**src/hw/rtl/tdss_pkg.sv**
```systemverilog
`timescale 1ns / 1ps
// ----------------------------------------------------------------------------
// tdss_pkg
// Shared types, constants and the seven-segment table of the serializer.
// ----------------------------------------------------------------------------
package tdss_pkg;

  localparam int unsigned FrameBits = 16;
  localparam int unsigned CntBits   = 4;

  localparam logic [7:0] LimitAccepted = 8'd99;
  localparam logic [7:0] BlankPattern  = 8'h00;
  // floor(n * 205 / 2048) == floor(n / 10) for every n below 1029
  localparam logic [7:0] RecipTen      = 8'd205;
  localparam logic [3:0] Ten           = 4'd10;

  // Encoded frame handed from the encoder to the shift stage
  typedef struct packed {
    logic [FrameBits-1:0] frame;     // inverted bits, first shifted bit at the top
    logic                 rejected;
  } tdss_item_t;

  // Segment a in bit 0 ... segment g in bit 6, decimal point never lit
  function automatic logic [7:0] seg_pattern(input logic [3:0] digit);
    logic [7:0] pat;
    case (digit)
      4'd0:    pat = 8'h3f;
      4'd1:    pat = 8'h06;
      4'd2:    pat = 8'h5b;
      4'd3:    pat = 8'h4f;
      4'd4:    pat = 8'h66;
      4'd5:    pat = 8'h6d;
      4'd6:    pat = 8'h7d;
      4'd7:    pat = 8'h07;
      4'd8:    pat = 8'h7f;
      4'd9:    pat = 8'h6f;
      default: pat = 8'h00;
    endcase
    return pat;
  endfunction

endpackage

```
**src/hw/rtl/two_digit_seven_segment_serializer_unit.sv**
```systemverilog
`timescale 1ns / 1ps
// ----------------------------------------------------------------------------
// two_digit_seven_segment_serializer_unit
// Byte to two-digit seven-segment serial stream for cascaded shift registers.
// ----------------------------------------------------------------------------
// Usage:
//   s_axis carries one number per transaction (tdata[7:0]).
//   m_axis carries one shift-clock bit per transaction: tdata[0] is the data
//   line level (0 lights a segment), tlast marks the bit after which to pulse
//   the latch, tuser flags a number above 99.
//   A number from 0 to 99 yields 16 transactions, units byte first, then tens
//   byte, each MSB first; a zero tens digit is blanked (all ones).
//   A number above 99 yields a single transaction with tuser high.
// A number passes the input register, then the output register, which takes
//   its encoded frame once the shift stage is idle.
// The output shift stage emits one bit per cycle while m_axis is not stalled.
//   One further number waits in the input register, so a stream of numbers
//   flows without gaps.
// Reset clears both valid stages; no output is pending afterwards.
// A stall on m_axis holds the current bit; s_axis tready drops once the input
//   register is full.
// ----------------------------------------------------------------------------
module two_digit_seven_segment_serializer_unit (
  input  logic       clk_i,
  input  logic       rst_ni,
  input  logic       s_axis_tvalid,
  output logic       s_axis_tready,
  input  logic [7:0] s_axis_tdata,   // [7:0] number
  output logic       m_axis_tvalid,
  input  logic       m_axis_tready,
  output logic [7:0] m_axis_tdata,   // [0] serial_bit, [7:1] zero
  output logic       m_axis_tlast,   // latch_after
  output logic       m_axis_tuser    // [0] rejected
);

  logic                 item_valid;
  logic                 item_take;
  tdss_pkg::tdss_item_t item;
  logic                 serial_bit;

  tdss_encoder u_encoder (
    .clk_i        (clk_i),
    .rst_ni       (rst_ni),
    .in_valid_i   (s_axis_tvalid),
    .in_ready_o   (s_axis_tready),
    .in_number_i  (s_axis_tdata),
    .item_valid_o (item_valid),
    .item_take_i  (item_take),
    .item_o       (item)
  );

  tdss_shifter u_shifter (
    .clk_i        (clk_i),
    .rst_ni       (rst_ni),
    .item_valid_i (item_valid),
    .item_take_o  (item_take),
    .item_i       (item),
    .out_valid_o  (m_axis_tvalid),
    .out_ready_i  (m_axis_tready),
    .out_bit_o    (serial_bit),
    .out_last_o   (m_axis_tlast),
    .out_rej_o    (m_axis_tuser)
  );

  assign m_axis_tdata = {7'd0, serial_bit};

endmodule

```
**src/hw/rtl/tdss_encoder.sv**
```systemverilog
`timescale 1ns / 1ps
// ----------------------------------------------------------------------------
// tdss_encoder
// Input register, range check, digit split and segment lookup.
// ----------------------------------------------------------------------------
module tdss_encoder (
  input  logic                clk_i,
  input  logic                rst_ni,
  input  logic                in_valid_i,
  output logic                in_ready_o,
  input  logic [7:0]          in_number_i,
  output logic                item_valid_o,
  input  logic                item_take_i,
  output tdss_pkg::tdss_item_t item_o
);

  logic       valid_q, valid_d;
  logic [7:0] number_q, number_d;
  logic [15:0] prod;
  logic [3:0]  tens;
  logic [7:0]  tens_x10;
  logic [3:0]  units;
  logic [7:0]  units_pat;
  logic [7:0]  tens_pat;

  assign in_ready_o = !valid_q || item_take_i;

  always_comb begin
    valid_d  = valid_q;
    number_d = number_q;
    if (in_ready_o) begin
      valid_d = in_valid_i;
      if (in_valid_i) begin
        number_d = in_number_i;
      end
    end
  end

  always_ff @(posedge clk_i or negedge rst_ni) begin
    if (!rst_ni) begin
      valid_q <= 1'b0;
    end else begin
      valid_q <= valid_d;
    end
  end

  always_ff @(posedge clk_i) begin
    number_q <= number_d;
  end

  // divide by ten through the reciprocal; only in-range values are used
  assign prod     = 16'(number_q) * 16'(tdss_pkg::RecipTen);
  assign tens     = prod[14:11];
  assign tens_x10 = 8'(tens) * 8'(tdss_pkg::Ten);
  assign units    = 4'(number_q - tens_x10);

  assign units_pat = tdss_pkg::seg_pattern(units);
  assign tens_pat  = (tens == 4'd0) ? tdss_pkg::BlankPattern : tdss_pkg::seg_pattern(tens);

  assign item_valid_o   = valid_q;
  assign item_o.rejected = (number_q > tdss_pkg::LimitAccepted);
  assign item_o.frame    = {~units_pat, ~tens_pat};

endmodule

```
**src/hw/rtl/tdss_shifter.sv**
```systemverilog
`timescale 1ns / 1ps
// ----------------------------------------------------------------------------
// tdss_shifter
// Serializes one encoded frame into sixteen output transactions, or a rejected item into one.
// ----------------------------------------------------------------------------
module tdss_shifter (
  input  logic                 clk_i,
  input  logic                 rst_ni,
  input  logic                 item_valid_i,
  output logic                 item_take_o,
  input  tdss_pkg::tdss_item_t item_i,
  output logic                 out_valid_o,
  input  logic                 out_ready_i,
  output logic                 out_bit_o,
  output logic                 out_last_o,
  output logic                 out_rej_o
);

  logic                                out_valid_q, out_valid_d;
  logic                                bit_q, bit_d;
  logic                                last_q, last_d;
  logic                                rej_q, rej_d;
  logic [tdss_pkg::FrameBits-2:0]      sr_q, sr_d;
  logic [tdss_pkg::CntBits-1:0]        cnt_q, cnt_d;
  logic                                beat;
  logic                                free;

  assign beat        = out_valid_q && out_ready_i;
  // the output register frees up when empty or when its final bit is taken
  assign free        = !out_valid_q || (beat && (cnt_q == '0));
  assign item_take_o = free && item_valid_i;

  always_comb begin
    out_valid_d = out_valid_q;
    bit_d       = bit_q;
    last_d      = last_q;
    rej_d       = rej_q;
    sr_d        = sr_q;
    cnt_d       = cnt_q;
    if (free) begin
      out_valid_d = item_valid_i;
      if (item_valid_i) begin
        if (item_i.rejected) begin
          bit_d  = 1'b0;
          last_d = 1'b0;
          rej_d  = 1'b1;
          cnt_d  = '0;
        end else begin
          bit_d  = item_i.frame[tdss_pkg::FrameBits-1];
          sr_d   = item_i.frame[tdss_pkg::FrameBits-2:0];
          last_d = 1'b0;
          rej_d  = 1'b0;
          cnt_d  = tdss_pkg::CntBits'(tdss_pkg::FrameBits - 1);
        end
      end
    end else if (beat) begin
      // advance to the next bit; mark the final one for the latch
      bit_d  = sr_q[tdss_pkg::FrameBits-2];
      sr_d   = {sr_q[tdss_pkg::FrameBits-3:0], 1'b0};
      cnt_d  = cnt_q - tdss_pkg::CntBits'(1);
      last_d = (cnt_q == tdss_pkg::CntBits'(1));
    end
  end

  always_ff @(posedge clk_i or negedge rst_ni) begin
    if (!rst_ni) begin
      out_valid_q <= 1'b0;
      cnt_q       <= '0;
    end else begin
      out_valid_q <= out_valid_d;
      cnt_q       <= cnt_d;
    end
  end

  always_ff @(posedge clk_i) begin
    bit_q  <= bit_d;
    last_q <= last_d;
    rej_q  <= rej_d;
    sr_q   <= sr_d;
  end

  assign out_valid_o = out_valid_q;
  assign out_bit_o   = bit_q;
  assign out_last_o  = last_q;
  assign out_rej_o   = rej_q;

`ifndef SYNTHESIS
  a_cnt_needs_valid: assert property (@(posedge clk_i) disable iff (!rst_ni)
    (cnt_q != '0) |-> out_valid_q)
    else $error("bits pending without a valid output");

  a_last_on_final: assert property (@(posedge clk_i) disable iff (!rst_ni)
    (out_valid_q && last_q) |-> (cnt_q == '0 && !rej_q))
    else $error("latch mark before the final bit");

  a_rej_single: assert property (@(posedge clk_i) disable iff (!rst_ni)
    (out_valid_q && rej_q) |-> (cnt_q == '0 && !last_q))
    else $error("rejection result not single");

  a_no_take_midframe: assert property (@(posedge clk_i) disable iff (!rst_ni)
    (out_valid_q && cnt_q != '0) |-> !item_take_o)
    else $error("new frame loaded while bits remain");
`endif

endmodule

```
**config.mk**
```make
export PLATFORM = sky130hd
export DESIGN_NAME = two_digit_seven_segment_serializer_unit
export DESIGN_NICKNAME = d
export VERILOG_FILES = /design/src/hw/rtl/tdss_pkg.sv /design/src/hw/rtl/two_digit_seven_segment_serializer_unit.sv /design/src/hw/rtl/tdss_encoder.sv /design/src/hw/rtl/tdss_shifter.sv
export SDC_FILE = /design/constraint.sdc
export NUM_CORES = 1
export LEC_CHECK = 0
export CORE_MARGIN = 4
export CORE_UTILIZATION = 60
export DETAILED_ROUTE_END_ITERATION = 7
export DONT_BUFFER_PORTS = 1
export GPL_ROUTABILITY_DRIVEN = 1
export PLACE_DENSITY = 0.76
export SYNTH_ARGS = -nofsm -noshare
export SYNTH_HDL_FRONTEND = slang
export SYNTH_SLANG_ARGS = --single-unit
```
**constraint.sdc**
```tcl
create_clock -name clk_i -period 13.1 [get_ports clk_i]
set_input_delay 1.31 -clock clk_i [delete_from_list [all_inputs] [get_ports clk_i]]
set_output_delay 1.31 -clock clk_i [all_outputs]
set_load 0.05 [all_outputs]
```
# [After elaboration in Yosys (flattened, before gate mapping)]
# Memory sizes are Yosys's and may differ from the RTL's.
# Index checks and enable logic that the tools add are counted.
[word_totals] register_bits=32 mem_bits_ro=224 out_inout_bits=12 wordCells=51 mem_count=2
[op_classes] add_sub_neg=2 multipliers=2 order_cmp=1 n_eq_ne=3 n_mux=17 bitwise=2 n_reduce_logical=14
[mem_list] memory="(no name shown)" words=16 width=7 rd=1 rd_ports_with_merged_regs=0 write_ports=0 line_no="tdss_pkg.sv:26" source="case (digit)"
[mem_list] memory="(no name shown)" words=16 width=7 rd=1 rd_ports_with_merged_regs=0 write_ports=0 line_no="tdss_pkg.sv:26"
[ops] cell="2-to-1 mux 15 bit" count=4
[ops] cell="2-to-1 mux 4 bit" count=4
[ops] cell="NOT 8 bit" count=2
[ops] cell="multiplier 8 x 8 -> 15 bit, second input constant" count=1
[ops] cell="greater-than comparator 8 x 7 -> 1 bit, second input constant" count=1
[ops] cell="zero test 4 bit" count=2
[ops] cell="2-to-1 mux 1 bit" count=8
[ops] cell="2-to-1 mux 8 bit" count=1
[ops] cell="AND reduction 2 bit" count=3
[ops] cell="equality test 4 x 1 -> 1 bit, second input constant" count=1
[ops] cell="multiplier 4 x 3 -> 3 bit, second input constant" count=1
[ops] cell="inequality test 2 bit, second input constant" count=2
[ops] cell="subtractor 4 x 1 -> 4 bit, second input constant" count=1
[ops] cell="subtractor 4 bit" count=1
[ops] cell="logical AND 1 bit" count=3
[ops] cell="AND reduction 3 bit" count=1
[ops] cell="zero test 1 bit" count=2
[ops] cell="logical OR 1 bit" count=2
[ops] cell="nonzero test 2 bit" count=1

# [Logic depth before layout (Yosys ltp)]
# An unclocked memory read counts as a cell.
[depth] depth_word=8 ltp_mapped=22 depth_no_buf=21

# [Modules after synthesis]
# A second synthesis with hierarchy kept.
[unflattened] hier_cells=301 area_unflattened_um2=3218.1
[modules_own_cells] mod="tdss_encoder" instances=1 cells_per_inst=213 area_per_inst_um2=2000.7 seq_area_each_um2=265.3
[modules_own_cells] mod="tdss_shifter" instances=1 cells_per_inst=79 area_per_inst_um2=1153.6 seq_area_each_um2=665.6
[modules_own_cells] mod="two_digit_seven_segment_serializer_unit" instances=1 cells_per_inst=9 area_per_inst_um2=63.8 seq_area_each_um2=0.0

# [Worst setup path before layout]
# No wires, ideal clock.
[synth_timing] path_kind="flip-flop to flip-flop" from="reg u_encoder.number_q[1]" to="reg u_shifter.sr_q[12] (netlist bit) (data pin)" arrival_time_ns=5.259 required_time_ns=12.837 setup_slack_ns=7.578 path_stages_with_launch=21 path_buffers=1 path_cell_list="edfxtp_1 ha_1 fa_1 fa_1 inv_1 fa_1 inv_1 ha_1 a21oi_2 o21ai_2 a21oi_1 xor2_1 inv_1 ha_1 fa_1 xnor2_1 xnor3_4 xnor3_2 buf_6 o311ai_0 nand2_1"
[synth_between] elab_chain_len=8
[synth_rtl] element="from (decl)" line_no="tdss_encoder.sv:18" source="logic [7:0] number_q, number_d;"
[synth_rtl] element="from (signal assigned)" line_no="tdss_encoder.sv:48" source="number_q <= number_d;"
[synth_rtl] element="multiplier 8 x 8 -> 15 bit" line_no="tdss_encoder.sv:52" source="assign prod = 16'(number_q) * 16'(tdss_pkg::RecipTen);"
[synth_rtl] element="multiplier 4 x 3 -> 3 bit" line_no="tdss_encoder.sv:54" source="assign tens_x10 = 8'(tens) * 8'(tdss_pkg::Ten);"
[synth_rtl] element="subtractor 4 bit *" line_no="tdss_encoder.sv:55" source="assign units = 4'(number_q - tens_x10);"
[synth_rtl] element="memory read (16 x 7 bit) *"
[synth_rtl] element="NOT 8 bit *" line_no="tdss_encoder.sv:62" source="assign item_o.frame = {~units_pat, ~tens_pat};"
[synth_rtl] element="2-to-1 mux 15 bit *" line_no="tdss_shifter.sv:43" source="if (item_i.rejected) begin"
[synth_rtl] element="2-to-1 mux 15 bit *" line_no="tdss_shifter.sv:42" source="if (item_valid_i) begin"
[synth_rtl] element="2-to-1 mux 15 bit *" line_no="tdss_shifter.sv:40" source="if (free) begin"
[synth_rtl] element="net u_shifter.sr_d, one bit" line_no="tdss_shifter.sv:23" source="logic [tdss_pkg::FrameBits-2:0] sr_q, sr_d;"
[synth_rtl] element="to (signal assigned)" line_no="tdss_shifter.sv:79" source="sr_q <= sr_d;"
[synth_rtl] element="to (decl)" line_no="tdss_shifter.sv:23"
# The timed path passes the listed nets; every way through them passes the cells marked *. The select of a mux whose other input is x is not followed.
# A chain may end at the register's enable or synchronous reset.

# [Worst setup path in the final report]
[layout_timing] from="reg u_encoder.number_q[0]" to="reg u_shifter.sr_q[9] (netlist bit) (data pin)"
# The elaborated chain is that of the path after synthesis.

==> flow_summary.json <==
{
  "cts_setup_buffers": 0,
  "n_antenna_cell": 0,
  "yosysMostFrequentCell": "ha_1",
  "ys.flop_type": "edfxtp_1",
  "synthSimpleGateAreaFrac": 0.105,
  "fmax_mhz": 164,
  "met3_usage": 0.0703,
  "worstReg2RegStart": "u_encoder.number_q[0]",
  "rr_endpoint": "u_shifter.sr_q[9]",
  "gp_congestion": 0.901,
  "cts_sinks": 32,
  "grt_overflow": 0,
  "p_leak_nw": 1.45,
  "synth_top_family_by_area": "adder cells",
  "hp-class": "register to register",
  "die_y_um": 78.7,
  "total_power_w": 0.000541,
  "status": "complete, no violations",
  "relSlewSlack": 0.453,
  "endpoint_kind": "register",
  "die_w_um": 78.7,
  "grtUsageMet1": 0.246,
  "crit_path_start_kind": "register",
  "synth_edf_count": 26,
  "grt_usage": 0.193,
  "antenna_found_initial": 1,
  "cp_max_fo": 12,
  "clkLatencyLatePin_ns": 0.28,
  "fin_skew_ns": 0.00620,
  "cp_data_required_time_ns": 13.12,
  "rsz0062_at_grt": "no",
  "yosysTopAreaCellShare": 0.260,
  "p_per_area_nw_per_um2": 174,
  "vdd_drop_max_mv": 0.130,
  "synthMuxAreaShare": 0.00375,
  "drtIter0Drc": 95,
  "drive_gt1_frac": 0.0693,
  "hpwl_mm": 4.38,
  "synth_compound_area_frac": 0.139,
  "core_region_area_sq_um": 4790,
  "cts_hold_repair.buffers": 0,
  "std_cell_rows": 25,
  "post-place-cells": 362,
  "firstDrtPassIters": 4,
  "rrSetupSlack_ns": 7.02,
  "rr_worst_depth": 19,
  "clockRootBuffer": "clkbuf_8",
  "final_nets": 379,
  "synth-xor-area-share": 0.0400,
  "ant_nets": 0,
  "fin_tns_setup_ns": 0,
  "whs_ns": 0.496,
  "grt_busiest_layer": "met2",
  "grt_use_met2": 0.318,
  "yosysSeqAreaShare": 0.310,
  "fillerInstances": 385,
  "cts_resized": 0,
  "io_buffers": 0,
  "min_delay_path_depth": 2,
  "dieArea_sq_um": 6200,
  "io_pins": 24,
  "netlist_area_sq_um": 3000,
  "fin_cells": 370,
  "slew_viol_final": 0,
  "synth_fa_ha_area_frac": 0.301,
  "synth_area_leaders": "edfxtp_1 26%, ha_1 22%, fa_1 8.0%",
  "clk_path_buf_depth": 2,
  "synth_commonest_cells": "53 x ha_1, 52 x inv_1, 26 x edfxtp_1",
  "async_flop_share": 0.188,
  "cap_violations": 0,
  "area_delta_synth_final_pct": 3.21,
  "synth_cell_types": 52,
  "worst_pin_slew_ns": 0.818,
  "worstHoldEndpoint": "u_shifter.out_valid_o",
  "yosysWarnings": 0,
  "drc_errors": 0,
  "hold_violations": 0,
  "fin_crit_sh": 0.464,
  "grt_pass1_vias": 2043,
  "cts_tree": "yes",
  "cts_buffers": 5,
  "initial_core_util": 0.627,
  "min-delay-start": "u_encoder.item_valid_o",
  "viasPerCell": 5.49,
  "vias": 2031,
  "crit_type": "register to register",
  "clkTransAtPathRegs_ns": 0.06,
  "setup_viol": 0,
  "synth_cells": 301,
  "cts_max_level": 2,
  "synth_largest_area_cell": "edfxtp_1",
  "syn_area_per_cell_sq_um": 9.98,
  "wl_per_cell_um": 14.7,
  "arrival_ns": 6.11,
  "drt_wl_total_mm": 5.45,
  "grt_first_pass_wirelength_mm": 9.28,
  "synth_seq_cells": 32,
  "grt_max_degree": 28,
  "period_minus_slack_ns": 6.08
}
kinds of logic (layout without fill, tap and decap cells):
logic type,after synthesis,in the layout
buffers and inverters,66,62
multiplexers,1,1
XOR/XNOR,10,10
AND/OR/NAND/NOR,67,67
flip-flops,32,32
AO/OA/AOI/OAI,59,59
other,1,7
adder cells (fa/ha/maj),65,65
where the power goes:
part	switching, W	internal, W
clock network	0.0000342	0.0000369
logic	0.000191	0.000130
registers	0.0000139	0.000134
total	0.000239	0.000302
critical path, stage by stage (launching register included):
cell      delay, ns
edfxtp_1       0.48
ha_1           0.29
fa_1           0.51
fa_1           0.53
inv_1          0.06
fa_1           0.54
inv_1          0.05
ha_1           0.33
a21oi_2        0.15
o21ai_2        0.09
a21oi_1        0.27
xor2_1         0.38
inv_1          0.14
ha_1           0.22
fa_1           0.38
xnor2_1        0.16
xnor3_4        0.34
xnor3_2        0.36
a21boi_0       0.38
o21ai_0        0.14
state kept, by name (all words and copies together) (netlist names):
| register | cells |
|---|---|
| u_encoder.item_valid_o | 1 |
| u_shifter.out_rej_o | 1 |
| u_shifter.out_valid_o | 1 |
| u_encoder.number_q | 8 |
| u_shifter.out_bit_o | 1 |
| u_shifter.cnt_q | 4 |
| u_shifter.sr_q | 15 |
| u_shifter.out_last_o | 1 |
stage by stage:
stage,setup WS [ns],utilization,instance area [sq um]
5_1_grt,6.72,0.648,3100
3_5_place_dp,7.02,0.631,3020
4_1_cts,6.99,0.648,3100
2_1_floorplan,7.58,-,3030
3_3_place_gp,7.31,0.631,3020
6_report,7.02,0.648,3100
cell usage in the layout (no fill, tap or decap), types with 7 or more instances in the layout:
| cell | instances |
|---|---|
| a21oi_1 | 12 |
| nor2_1 | 22 |
| ha_1 | 53 |
| nand2_1 | 17 |
| a31oi_1 | 8 |
| conb_1 | 7 |
| o21ai_0 | 12 |
| fa_1 | 12 |
| inv_1 | 52 |
| edfxtp_1 | 26 |
worst max-delay path by stage:
stage                                startpoint                 end  slack [ns]
after floorplan           u_encoder.number_q[1]  u_shifter.sr_q[12]        7.58
after global placement    u_encoder.number_q[0]   u_shifter.sr_q[9]        7.31
after detailed placement  u_encoder.number_q[0]   u_shifter.sr_q[9]        7.02
after CTS                 u_encoder.number_q[0]   u_shifter.sr_q[9]        6.99
after global routing      u_encoder.number_q[0]   u_shifter.sr_q[9]        6.72
final                     u_encoder.number_q[0]   u_shifter.sr_q[9]        7.02
cell type report:
type,instances,area [sq um],share of cell area
Tap cell,67,83.8,0.0270
Multi-Input combinational cell,209,1790,0.579
Clock buffer,7,76.3,0.0246
Timing Repair Buffer,2,15.0,0.00484
Inverter,52,195,0.0630
Sequential cell,32,931,0.300
Clock inverter,1,3.75,0.00121
layer usage:
layer | share of wire | vias up | routed length, um
li1 | - | 1029 | -
met1 | 0.45 | 936 | 2420
met2 | 0.47 | 57 | 2540
met3 | 0.080 | 9 | 433
met4 | 0.0081 | 0 | 44
met5 | 0 | - | 0
Note: power is estimated with default switching activity, not from simulation.
